## src/hw/rtl/wssr_pkg.sv

```systemverilog
`default_nettype none
// ----------------------------------------------------------------------------
// wssr_pkg: shared types and constants of the wheel speed step regulator
// Request payloads, configuration set, controller commands and status.
// ----------------------------------------------------------------------------
package wssr_pkg;

    // Fixed-point fraction width of all speed values
    localparam int FRAC_BITS = 16;

    // Width of the unclamped drive sum: 32-bit drive plus a 1.5x 31-bit step
    localparam int NV_W = 35;

    // Divider iterations: one quotient bit per cycle
    localparam int DIV_STEPS = 32;
    localparam int DIV_CNT_W = $clog2(DIV_STEPS);

    // Configuration register indexes
    localparam int CFG_IDX_W = 3;
    localparam logic [CFG_IDX_W-1:0] CFG_DISTANCE_PER_TICK = 3'd0;
    localparam logic [CFG_IDX_W-1:0] CFG_STEP_SIZE         = 3'd1;
    localparam logic [CFG_IDX_W-1:0] CFG_STEP_DIR_NEG      = 3'd2;
    localparam logic [CFG_IDX_W-1:0] CFG_SAFE_LIMIT        = 3'd3;
    localparam logic [CFG_IDX_W-1:0] CFG_ABSOLUTE_LIMIT    = 3'd4;
    localparam logic [CFG_IDX_W-1:0] CFG_STOP_THRESHOLD    = 3'd5;

    // Configuration reset values
    localparam logic [31:0] RST_DISTANCE_PER_TICK = 32'd65536;
    localparam logic [30:0] RST_STEP_SIZE         = 31'd65536;
    localparam logic        RST_STEP_DIR_NEG      = 1'b0;
    localparam logic [30:0] RST_SAFE_LIMIT        = 31'd16711680;
    localparam logic [30:0] RST_ABSOLUTE_LIMIT    = 31'd16711680;
    localparam logic [30:0] RST_STOP_THRESHOLD    = 31'd655;

    typedef struct packed {
        logic [31:0]        time_now;
        logic signed [31:0] encoder_count;
        logic signed [31:0] speed_setpoint;
        logic               allow_overclock;
    } in_req_t;

    typedef struct packed {
        logic signed [15:0] drive_command;
        logic signed [31:0] measured_speed;
    } out_req_t;

    typedef struct packed {
        logic [31:0] distance_per_tick;
        logic [30:0] step_size;
        logic        step_direction_negative;
        logic [30:0] safe_limit;
        logic [30:0] absolute_limit;
        logic [30:0] stop_threshold;
    } cfg_t;

    // Controller to datapath
    typedef struct packed {
        logic load_in;
        logic mul;
        logic setup;
        logic div_step;
        logic meas;
        logic adjust;
        logic finish;
    } dp_cmd_t;

    // Datapath to controller
    typedef struct packed {
        logic primed;
        logic out_full;
    } dp_status_t;

endpackage

`default_nettype wire

```

## src/hw/rtl/wssr_ctrl.sv

```systemverilog
`default_nettype none
// ----------------------------------------------------------------------------
// wssr_ctrl: sequencing state machine
// Steps one request through multiply, divide, measure, adjust and output.
// ----------------------------------------------------------------------------
module wssr_ctrl (
    input  wire logic                clk,
    input  wire logic                rst_n,
    input  wire logic                in_valid,
    output logic                     in_stall,
    input  wire wssr_pkg::dp_status_t status,
    output wssr_pkg::dp_cmd_t        cmd
);
    import wssr_pkg::*;

    typedef enum logic [6:0] {
        S_IDLE  = 7'b0000001,
        S_MUL   = 7'b0000010,
        S_SETUP = 7'b0000100,
        S_DIV   = 7'b0001000,
        S_MEAS  = 7'b0010000,
        S_ADJ   = 7'b0100000,
        S_DONE  = 7'b1000000
    } state_t;

    state_t               state_reg, state_next;
    logic [DIV_CNT_W-1:0] cnt_reg, cnt_next;

    always_comb
    begin
        state_next = state_reg;
        cnt_next   = cnt_reg;
        cmd        = '0;
        in_stall   = 1'b1;
        unique case (state_reg)
            S_IDLE:
            begin
                in_stall = 1'b0;
                if (in_valid)
                begin
                    cmd.load_in = 1'b1;
                    // unprimed request only stores time and count
                    if (status.primed)
                    begin
                        state_next = S_MUL;
                    end
                end
            end
            S_MUL:
            begin
                cmd.mul    = 1'b1;
                state_next = S_SETUP;
            end
            S_SETUP:
            begin
                cmd.setup  = 1'b1;
                cnt_next   = '0;
                state_next = S_DIV;
            end
            S_DIV:
            begin
                cmd.div_step = 1'b1;
                cnt_next     = cnt_reg + 1'b1;
                if (cnt_reg == DIV_CNT_W'(DIV_STEPS - 1))
                begin
                    state_next = S_MEAS;
                end
            end
            S_MEAS:
            begin
                cmd.meas   = 1'b1;
                state_next = S_ADJ;
            end
            S_ADJ:
            begin
                cmd.adjust = 1'b1;
                state_next = S_DONE;
            end
            S_DONE:
            begin
                // hold until the output register is free
                if (!status.out_full)
                begin
                    cmd.finish = 1'b1;
                    state_next = S_IDLE;
                end
            end
            default:
            begin
                state_next = S_IDLE;
            end
        endcase
    end

    always_ff @(posedge clk or negedge rst_n)
    begin
        if (!rst_n)
        begin
            state_reg <= S_IDLE;
            cnt_reg   <= '0;
        end
        else
        begin
            state_reg <= state_next;
            cnt_reg   <= cnt_next;
        end
    end

endmodule

`default_nettype wire

```

## src/hw/rtl/wssr_dp.sv

```systemverilog
`default_nettype none
// ----------------------------------------------------------------------------
// wssr_dp: regulator datapath
// Deltas, multiplier, restoring divider, drive adjustment and output register.
// ----------------------------------------------------------------------------
module wssr_dp (
    input  wire logic                clk,
    input  wire logic                rst_n,
    input  wire wssr_pkg::cfg_t      cfg,
    input  wire wssr_pkg::in_req_t   in_data,
    input  wire wssr_pkg::dp_cmd_t   cmd,
    output wssr_pkg::dp_status_t     status,
    output wssr_pkg::out_req_t       out_data,
    output logic                     out_valid,
    input  wire logic                out_stall
);
    import wssr_pkg::*;

    // history and loop state
    logic [31:0]        last_time_reg, last_time_next;
    logic [31:0]        last_count_reg, last_count_next;
    logic signed [31:0] meas_reg, meas_next;
    logic signed [31:0] drive_reg, drive_next;

    // per-request working registers
    logic [31:0]             tdiff_reg, tdiff_next;
    logic [31:0]             emag_reg, emag_next;
    logic                    eneg_reg, eneg_next;
    logic signed [31:0]      target_reg, target_next;
    logic                    ovc_reg, ovc_next;
    logic                    stop_reg, stop_next;
    logic [63:0]             mag_reg, mag_next;
    logic [31:0]             rem_reg, rem_next;
    logic [31:0]             quo_reg, quo_next;
    logic                    ovf_reg, ovf_next;
    logic signed [NV_W-1:0]  nv_reg, nv_next;
    out_req_t                out_reg, out_next;
    logic                    out_valid_reg, out_valid_next;

    // combinational helpers
    logic [31:0]            tdiff_in;
    logic [31:0]            ediff_in;
    logic [31:0]            tmag_in;
    logic [32:0]            div_shift;
    logic [32:0]            div_sub;
    logic                   qsat;
    logic signed [32:0]     err;
    logic                   err_zero;
    logic                   err_pos;
    logic [NV_W-1:0]        step_w;
    logic [NV_W-1:0]        big_step_w;
    logic signed [NV_W-1:0] drive_w;
    logic [30:0]            limit;
    logic signed [NV_W-1:0] limit_pos;
    logic signed [NV_W-1:0] limit_neg;
    logic signed [NV_W-1:0] clamped;
    logic [31:0]            cmag;
    logic [31:0]            imag;
    logic signed [15:0]     drive_cmd;

    assign tdiff_in = in_data.time_now - last_time_reg;
    assign ediff_in = in_data.encoder_count - last_count_reg;
    assign tmag_in  = in_data.speed_setpoint[31] ? (32'd0 - in_data.speed_setpoint)
                                                 : in_data.speed_setpoint;

    assign div_shift = {rem_reg, quo_reg[31]};
    assign div_sub   = div_shift - {1'b0, tdiff_reg};
    assign qsat      = ovf_reg | quo_reg[31];

    assign err        = {meas_reg[31], meas_reg} - {target_reg[31], target_reg};
    assign err_zero   = (err == '0);
    assign err_pos    = !err[32] && !err_zero;
    assign step_w     = NV_W'(cfg.step_size);
    assign big_step_w = NV_W'(cfg.step_size) + NV_W'(cfg.step_size[30:1]);
    assign drive_w    = NV_W'(drive_reg);

    assign limit     = ovc_reg ? cfg.absolute_limit : cfg.safe_limit;
    assign limit_pos = $signed(NV_W'(limit));
    assign limit_neg = -limit_pos;

    always_comb
    begin
        priority if (nv_reg < limit_neg)
        begin
            clamped = limit_neg;
        end
        else if (nv_reg > limit_pos)
        begin
            clamped = limit_pos;
        end
        else
        begin
            clamped = nv_reg;
        end
    end

    // clamped magnitude is below 2^31, truncate toward zero then saturate
    assign cmag = clamped[NV_W-1] ? 32'(-clamped) : 32'(clamped);
    assign imag = cmag >> FRAC_BITS;

    always_comb
    begin
        if (clamped[NV_W-1])
        begin
            drive_cmd = (imag > 32'd32767) ? 16'sh8000 : -$signed(imag[15:0]);
        end
        else
        begin
            drive_cmd = (imag > 32'd32767) ? 16'sh7fff : $signed(imag[15:0]);
        end
    end

    always_comb
    begin
        last_time_next  = last_time_reg;
        last_count_next = last_count_reg;
        meas_next       = meas_reg;
        drive_next      = drive_reg;
        tdiff_next      = tdiff_reg;
        emag_next       = emag_reg;
        eneg_next       = eneg_reg;
        target_next     = target_reg;
        ovc_next        = ovc_reg;
        stop_next       = stop_reg;
        mag_next        = mag_reg;
        rem_next        = rem_reg;
        quo_next        = quo_reg;
        ovf_next        = ovf_reg;
        nv_next         = nv_reg;
        out_next        = out_reg;
        out_valid_next  = out_valid_reg & out_stall;

        if (cmd.load_in)
        begin
            last_time_next  = in_data.time_now;
            last_count_next = in_data.encoder_count;
            tdiff_next      = tdiff_in;
            eneg_next       = ediff_in[31];
            emag_next       = ediff_in[31] ? (32'd0 - ediff_in) : ediff_in;
            target_next     = in_data.speed_setpoint;
            ovc_next        = in_data.allow_overclock;
            stop_next       = (tmag_in <= {1'b0, cfg.stop_threshold});
        end

        if (cmd.mul)
        begin
            mag_next = emag_reg * cfg.distance_per_tick;
        end

        if (cmd.setup)
        begin
            // high half at or above the divisor means the quotient needs 33+ bits
            ovf_next = (mag_reg[63:32] >= tdiff_reg);
            rem_next = mag_reg[63:32];
            quo_next = mag_reg[31:0];
        end

        if (cmd.div_step)
        begin
            if (!div_sub[32])
            begin
                rem_next = div_sub[31:0];
                quo_next = {quo_reg[30:0], 1'b1};
            end
            else
            begin
                rem_next = div_shift[31:0];
                quo_next = {quo_reg[30:0], 1'b0};
            end
        end

        if (cmd.meas && (tdiff_reg != '0))
        begin
            if (eneg_reg)
            begin
                meas_next = qsat ? 32'sh8000_0000 : -$signed(quo_reg);
            end
            else
            begin
                meas_next = qsat ? 32'sh7fff_ffff : $signed(quo_reg);
            end
        end

        if (cmd.adjust)
        begin
            priority if (err_zero)
            begin
                nv_next = drive_w;
            end
            else if (err_pos ^ cfg.step_direction_negative)
            begin
                nv_next = drive_w - $signed(step_w);
            end
            else
            begin
                nv_next = drive_w + $signed(big_step_w);
            end
        end

        if (cmd.finish)
        begin
            out_valid_next          = 1'b1;
            out_next.measured_speed = meas_reg;
            if (stop_reg)
            begin
                out_next.drive_command = '0;
            end
            else
            begin
                out_next.drive_command = drive_cmd;
                drive_next             = clamped[31:0];
            end
        end
    end

    always_ff @(posedge clk or negedge rst_n)
    begin
        if (!rst_n)
        begin
            last_time_reg  <= '0;
            last_count_reg <= '0;
            meas_reg       <= '0;
            drive_reg      <= '0;
            out_valid_reg  <= 1'b0;
        end
        else
        begin
            last_time_reg  <= last_time_next;
            last_count_reg <= last_count_next;
            meas_reg       <= meas_next;
            drive_reg      <= drive_next;
            out_valid_reg  <= out_valid_next;
        end
    end

    always_ff @(posedge clk)
    begin
        tdiff_reg  <= tdiff_next;
        emag_reg   <= emag_next;
        eneg_reg   <= eneg_next;
        target_reg <= target_next;
        ovc_reg    <= ovc_next;
        stop_reg   <= stop_next;
        mag_reg    <= mag_next;
        rem_reg    <= rem_next;
        quo_reg    <= quo_next;
        ovf_reg    <= ovf_next;
        nv_reg     <= nv_next;
        out_reg    <= out_next;
    end

    assign status.primed   = (last_time_reg != '0);
    assign status.out_full = out_valid_reg & out_stall;
    assign out_data        = out_reg;
    assign out_valid       = out_valid_reg;

endmodule

`default_nettype wire

```

## src/hw/rtl/wheel_speed_step_regulator.sv

```systemverilog
`default_nettype none
// ----------------------------------------------------------------------------
// wheel_speed_step_regulator: wheel speed measurement and step drive regulator
// Measures wheel speed from encoder and time deltas and steps a drive command
// toward the target speed.
// ----------------------------------------------------------------------------
// Usage:
//   in_valid/in_stall carry one request: timestamp, encoder count, target
//   speed and overclock flag. A request is taken when in_valid is high and
//   in_stall is low. The very first request after reset (or any request while
//   the stored timestamp is zero) only primes the stored count and time and
//   gives no result.
//   out_valid/out_stall return drive_command and measured_speed; a result is
//   taken when out_valid is high and out_stall is low.
//   cfg_valid/cfg_ready write one register by index; ready is always high,
//   and writes belong in idle periods.
//   Sequence: a primed request passes through a multiply step, a divider
//   setup step, the 32-bit restoring divider (one quotient bit per cycle),
//   then measure, adjust and output. in_stall stays high until the request
//   has left the sequencer, so the next request waits for this one.
//   A waiting result does not block acceptance of the next request; if the
//   receiver still stalls when that next result is ready, the block holds it
//   and stalls the input side.
//   Reset clears stored time, count, measured and drive speed, and loads the
//   configuration registers with their defaults.
// ----------------------------------------------------------------------------
module wheel_speed_step_regulator (
    input  wire logic                               clk,
    input  wire logic                               rst_n,
    input  wire logic                               in_valid,
    output logic                                    in_stall,
    input  wire wssr_pkg::in_req_t                  in_data,
    output logic                                    out_valid,
    input  wire logic                               out_stall,
    output wssr_pkg::out_req_t                      out_data,
    input  wire logic                               cfg_valid,
    output logic                                    cfg_ready,
    input  wire logic [wssr_pkg::CFG_IDX_W-1:0]     cfg_index,
    input  wire logic [31:0]                        cfg_data
);
    import wssr_pkg::*;

    cfg_t       cfg_reg, cfg_next;
    dp_cmd_t    cmd;
    dp_status_t status;

    // Configuration writes are always taken; unknown indexes are dropped.
    assign cfg_ready = 1'b1;

    always_comb
    begin
        cfg_next = cfg_reg;
        if (cfg_valid)
        begin
            unique case (cfg_index)
                CFG_DISTANCE_PER_TICK: cfg_next.distance_per_tick       = cfg_data;
                CFG_STEP_SIZE:         cfg_next.step_size               = cfg_data[30:0];
                CFG_STEP_DIR_NEG:      cfg_next.step_direction_negative = cfg_data[0];
                CFG_SAFE_LIMIT:        cfg_next.safe_limit              = cfg_data[30:0];
                CFG_ABSOLUTE_LIMIT:    cfg_next.absolute_limit          = cfg_data[30:0];
                CFG_STOP_THRESHOLD:    cfg_next.stop_threshold          = cfg_data[30:0];
                default:               cfg_next = cfg_reg;
            endcase
        end
    end

    always_ff @(posedge clk or negedge rst_n)
    begin
        if (!rst_n)
        begin
            cfg_reg.distance_per_tick       <= RST_DISTANCE_PER_TICK;
            cfg_reg.step_size               <= RST_STEP_SIZE;
            cfg_reg.step_direction_negative <= RST_STEP_DIR_NEG;
            cfg_reg.safe_limit              <= RST_SAFE_LIMIT;
            cfg_reg.absolute_limit          <= RST_ABSOLUTE_LIMIT;
            cfg_reg.stop_threshold          <= RST_STOP_THRESHOLD;
        end
        else
        begin
            cfg_reg <= cfg_next;
        end
    end

    // Sequencer: walks each primed request through the datapath steps
    wssr_ctrl u_ctrl (
        .clk      (clk),
        .rst_n    (rst_n),
        .in_valid (in_valid),
        .in_stall (in_stall),
        .status   (status),
        .cmd      (cmd)
    );

    // Datapath: deltas, multiply, divide, drive step, clamp and output register
    wssr_dp u_dp (
        .clk       (clk),
        .rst_n     (rst_n),
        .cfg       (cfg_reg),
        .in_data   (in_data),
        .cmd       (cmd),
        .status    (status),
        .out_data  (out_data),
        .out_valid (out_valid),
        .out_stall (out_stall)
    );

endmodule

`default_nettype wire

```

## config.mk

```make
export PLATFORM = sky130hd
export DESIGN_NAME = wheel_speed_step_regulator
export DESIGN_NICKNAME = d
export VERILOG_FILES = /design/src/hw/rtl/wssr_pkg.sv /design/src/hw/rtl/wssr_ctrl.sv /design/src/hw/rtl/wssr_dp.sv /design/src/hw/rtl/wheel_speed_step_regulator.sv
export SDC_FILE = /design/constraint.sdc
export NUM_CORES = 2
export LEC_CHECK = 0
export BUFFER_PORTS_ARGS = -buffer_cell sky130_fd_sc_hd__buf_2
export CAP_MARGIN = 15
export CELL_PAD_IN_SITES_DETAIL_PLACEMENT = 1
export CELL_PAD_IN_SITES_GLOBAL_PLACEMENT = 1
export CORE_MARGIN = 2
export CORE_UTILIZATION = 25
export DETAILED_ROUTE_END_ITERATION = 8
export PLACE_DENSITY_LB_ADDON = 0.1
export SLEW_MARGIN = 5
export SYNTH_ARGS = -nofsm -noshare
export SYNTH_HDL_FRONTEND = slang
export SYNTH_HIERARCHICAL = 1
export SYNTH_SLANG_ARGS = --single-unit
```

## constraint.sdc

```tcl
create_clock -name clk -period 18.84 [get_ports clk]
set_input_delay 0 -clock clk [delete_from_list [all_inputs] [get_ports clk]]
set_output_delay 0 -clock clk [all_outputs]
set_load 0.01 [all_outputs]
```

==> flow_metrics.env <==
export IMPL_die_w_um=549.7
export IMPL_clkTransAtPathRegs_ps=70
export IMPL_relSlewSlack=0.2311
export IMPL_critPathArrivalTime_ps=9970
export IMPL_grt_max_degree=186
export IMPL_synth_top_family_by_area="adder cells"
export IMPL_synth_compound_area_frac=0.1058
export IMPL_grt_pass1_vias=63198
export IMPL_path_buf_inv=4
export IMPL_syn_nets=9464
export IMPL_initial_core_util=0.2511
export IMPL_die_h_um=549.7
export IMPL_start_kind="flop"
export IMPL_yosys_area_share_simple=0.1596
export IMPL_routed_via_density=4.673
export IMPL_cts_made_buffers=91
export IMPL_clockBufferDepth=4
export IMPL_synthCells=7805
export IMPL_wl_per_cell_um=22.59
export IMPL_worst_pin_slew_ps=1145
export IMPL_grt_pass1_wl_um=413900
export IMPL_drt_iter0_drc=2415
export IMPL_min_period_over_period=0.4987
export IMPL_io_buffers=186
export IMPL_synth_avg_cell_area_um2=9.540
export IMPL_core_mm2=0.2965
export IMPL_grt_usage=0.1823
export IMPL_cts_tree="yes"
export IMPL_fin_setup_tns_ps=0
export IMPL_yosysWarnings=6
export IMPL_grt_overflow_total=0
export IMPL_hold_path_class="input port to flop"
export IMPL_cts_max_level=3
export IMPL_final_nets=9748
export IMPL_slowest_stage="dfrtp_1"
export IMPL_synth_edf_count=310
export IMPL_synthToLayoutAreaGrowth_pct=14.38
export IMPL_synth_xor_area_share=0.03983
export IMPL_dieArea_mm2=0.3022
export IMPL_drive_above_1_share=0.09683
export IMPL_crit_fanout=33
export IMPL_num_vias=56589
export IMPL_largest_register_ff_count=157
export IMPL_crit_path_max_incr_delay_ps=1050
export IMPL_cp_common_cell="fa_1"
export IMPL_finalCriticalPeriod_ps=9395
export IMPL_synth_adder_area_share=0.3468
export IMPL_ios=188
export IMPL_synth_cell_type_count=118
export IMPL_routed_wl_um=273500
export IMPL_yosysSeqAreaShare=0.2256
export IMPL_clkLatencyLatePin_ps=840
export IMPL_synth_area_mux_share=0.04549
export IMPL_end_kind="flop"
export IMPL_synth_area_mm2=0.07446
export IMPL_synth_seq_cells=608
export IMPL_path_delay_family="adder cells"
export IMPL_timing_final_setup_violations=0
export IMPL_crit_required_ps=19420
export IMPL_timing_max_cap_violations=0
export IMPL_dr_pass1_iters=5
export IMPL_synthFlopType="edfxtp_1"
export IMPL_drc=0
export IMPL_hold_viol=0
export IMPL_rows=200
export IMPL_antenna_found_initial=43
export IMPL_finClkSkew_ps=87.56
export IMPL_clock_sinks=608
export IMPL_rsz0062_at_grt="no"
export IMPL_drv_slew=0
export IMPL_place_congestion=0.8049
export IMPL_synthArstFlopShare=0.4901
export IMPL_cts_root_buffer="clkbuf_16"
export IMPL_status="completed"
export IMPL_clock_fmax_mhz=106.4
export IMPL_postRouteAntennaNets=0
export IMPL_hold_slack_ps=78.40
export IMPL_path_class="flop to flop"
export IMPL_hpwl_um=208600
## through the flow
step | setup slack, ps | cells | util | cell area [µm²]
2_1_floorplan | 10920 | 7805 | - | 74460
3_3_place_gp | 9451 | 11703 | 0.2692 | 79830
3_5_place_dp | 9383 | 11704 | 0.2692 | 79840
4_1_cts | 9330 | 12097 | 0.2871 | 85120
5_1_grt | 8805 | 12099 | 0.2871 | 85140
6_report | 9445 | 12109 | 0.2872 | 85160
## layer usage
metal	track usage	routed length, µm	vias up
met4	0.05039	7457	2
li1	-	-	26324
met3	0.01873	8297	268
met2	0.3054	129300	789
met5	0	20	-
met1	0.2481	128400	29206
## kinds of logic (layout without fill, tap and decap cells)
group | Yosys count | in the layout
DFF | 608 | 608
AOI/OAI and AO/OA | 1231 | 1231
xor gates and xnor gates | 336 | 336
adders and majority gates | 1522 | 1522
muxes | 302 | 302
other | 1 | 12
and+or+nand+nor | 2321 | 2321
buffers and inverters | 1484 | 1838
## repair_timing
| item | CTS | global route |
|---|---|---|
| resized for setup | 0 | 0 |
| endpoints found under the hold margin | 439 | 0 |
| hold buffers | 230 | 0 |
| buffers inserted | 0 | 0 |
## area by class of cell
type	instances	area, µm²
Clock buffer	115	2514
Antenna cell	11	27.53
Sequential cell	608	16810
Timing Repair Buffer	519	4059
Tap cell	3939	4928
Multi-Input combinational cell	5713	52030
Inverter	1156	4339
Clock inverter	48	454.2
Fill cell	33890	211400
## cells in the mapped netlist, types with 43 or more instances
library cell	instances	area (µm²)
a211oi_1	63	473.0
a21o_1	136	1021
a21oi_1	339	1697
and2_1	590	3691
clkbuf_1	280	1051
dfrtp_1	273	6832
edfxtp_1	310	9309
fa_1	903	18080
ha_1	619	7745
inv_1	1153	4328
mux2_2	218	2455
mux2i_1	65	650.6
nand2_1	767	2879
nand2b_1	64	400.4
nand3_1	89	445.4
nand4_1	49	306.5
nor2_1	336	1261
nor2b_1	62	387.9
nor3_1	100	500.5
nor4_1	46	287.8
o21a_1	45	337.8
o21ai_0	305	1526
or3_1	43	269.0
xnor2_1	239	2093
xor2_1	94	823.3
## layout by cell type, fill, tap and decap left out, types with 49 or more instances in the layout
master,instances
a21oi_1,339
edfxtp_1,310
dlygate4sd3_1,229
inv_1,1153
clkbuf_16,96
o21ai_0,305
mux2_2,218
a211oi_1,63
nor2b_1,62
buf_2,185
a21o_1,136
ha_1,619
buf_4,99
nor2_1,335
nor3_1,100
dfrtp_1,266
fa_1,903
xnor2_1,238
nand2_1,766
nand2b_1,64
nand3_1,89
and2_1,588
nand4_1,49
mux2i_1,64
xor2_1,93
## path summary, 6_finish.rpt
path                                               start                                 end  slack (ps)  cells past startpoint
max                             cfg_reg[128]$_DFFE_PN0P_          u_dp/mag_reg[63]$_DFFE_PP_        9440                     28
min                                          in_data[31]       u_dp/target_reg[30]$_DFFE_PP_          80                      2
max reg2reg                     cfg_reg[128]$_DFFE_PN0P_          u_dp/mag_reg[63]$_DFFE_PP_        9440                     28
min reg2reg                u_dp/meas_reg[26]$_DFFE_PN0P_         u_dp/out_data[26]$_DFFE_PP_         490                      0
max in group asynchronous                          rst_n            cfg_reg[133]$_DFFE_PN0P_       16310                      6
min in group asynchronous                          rst_n  u_dp/last_count_reg[4]$_DFFE_PN0P_         400                      4
Power is not shown: default switching activity piles up to over one toggle a cycle in this logic, so the estimate is an artifact.
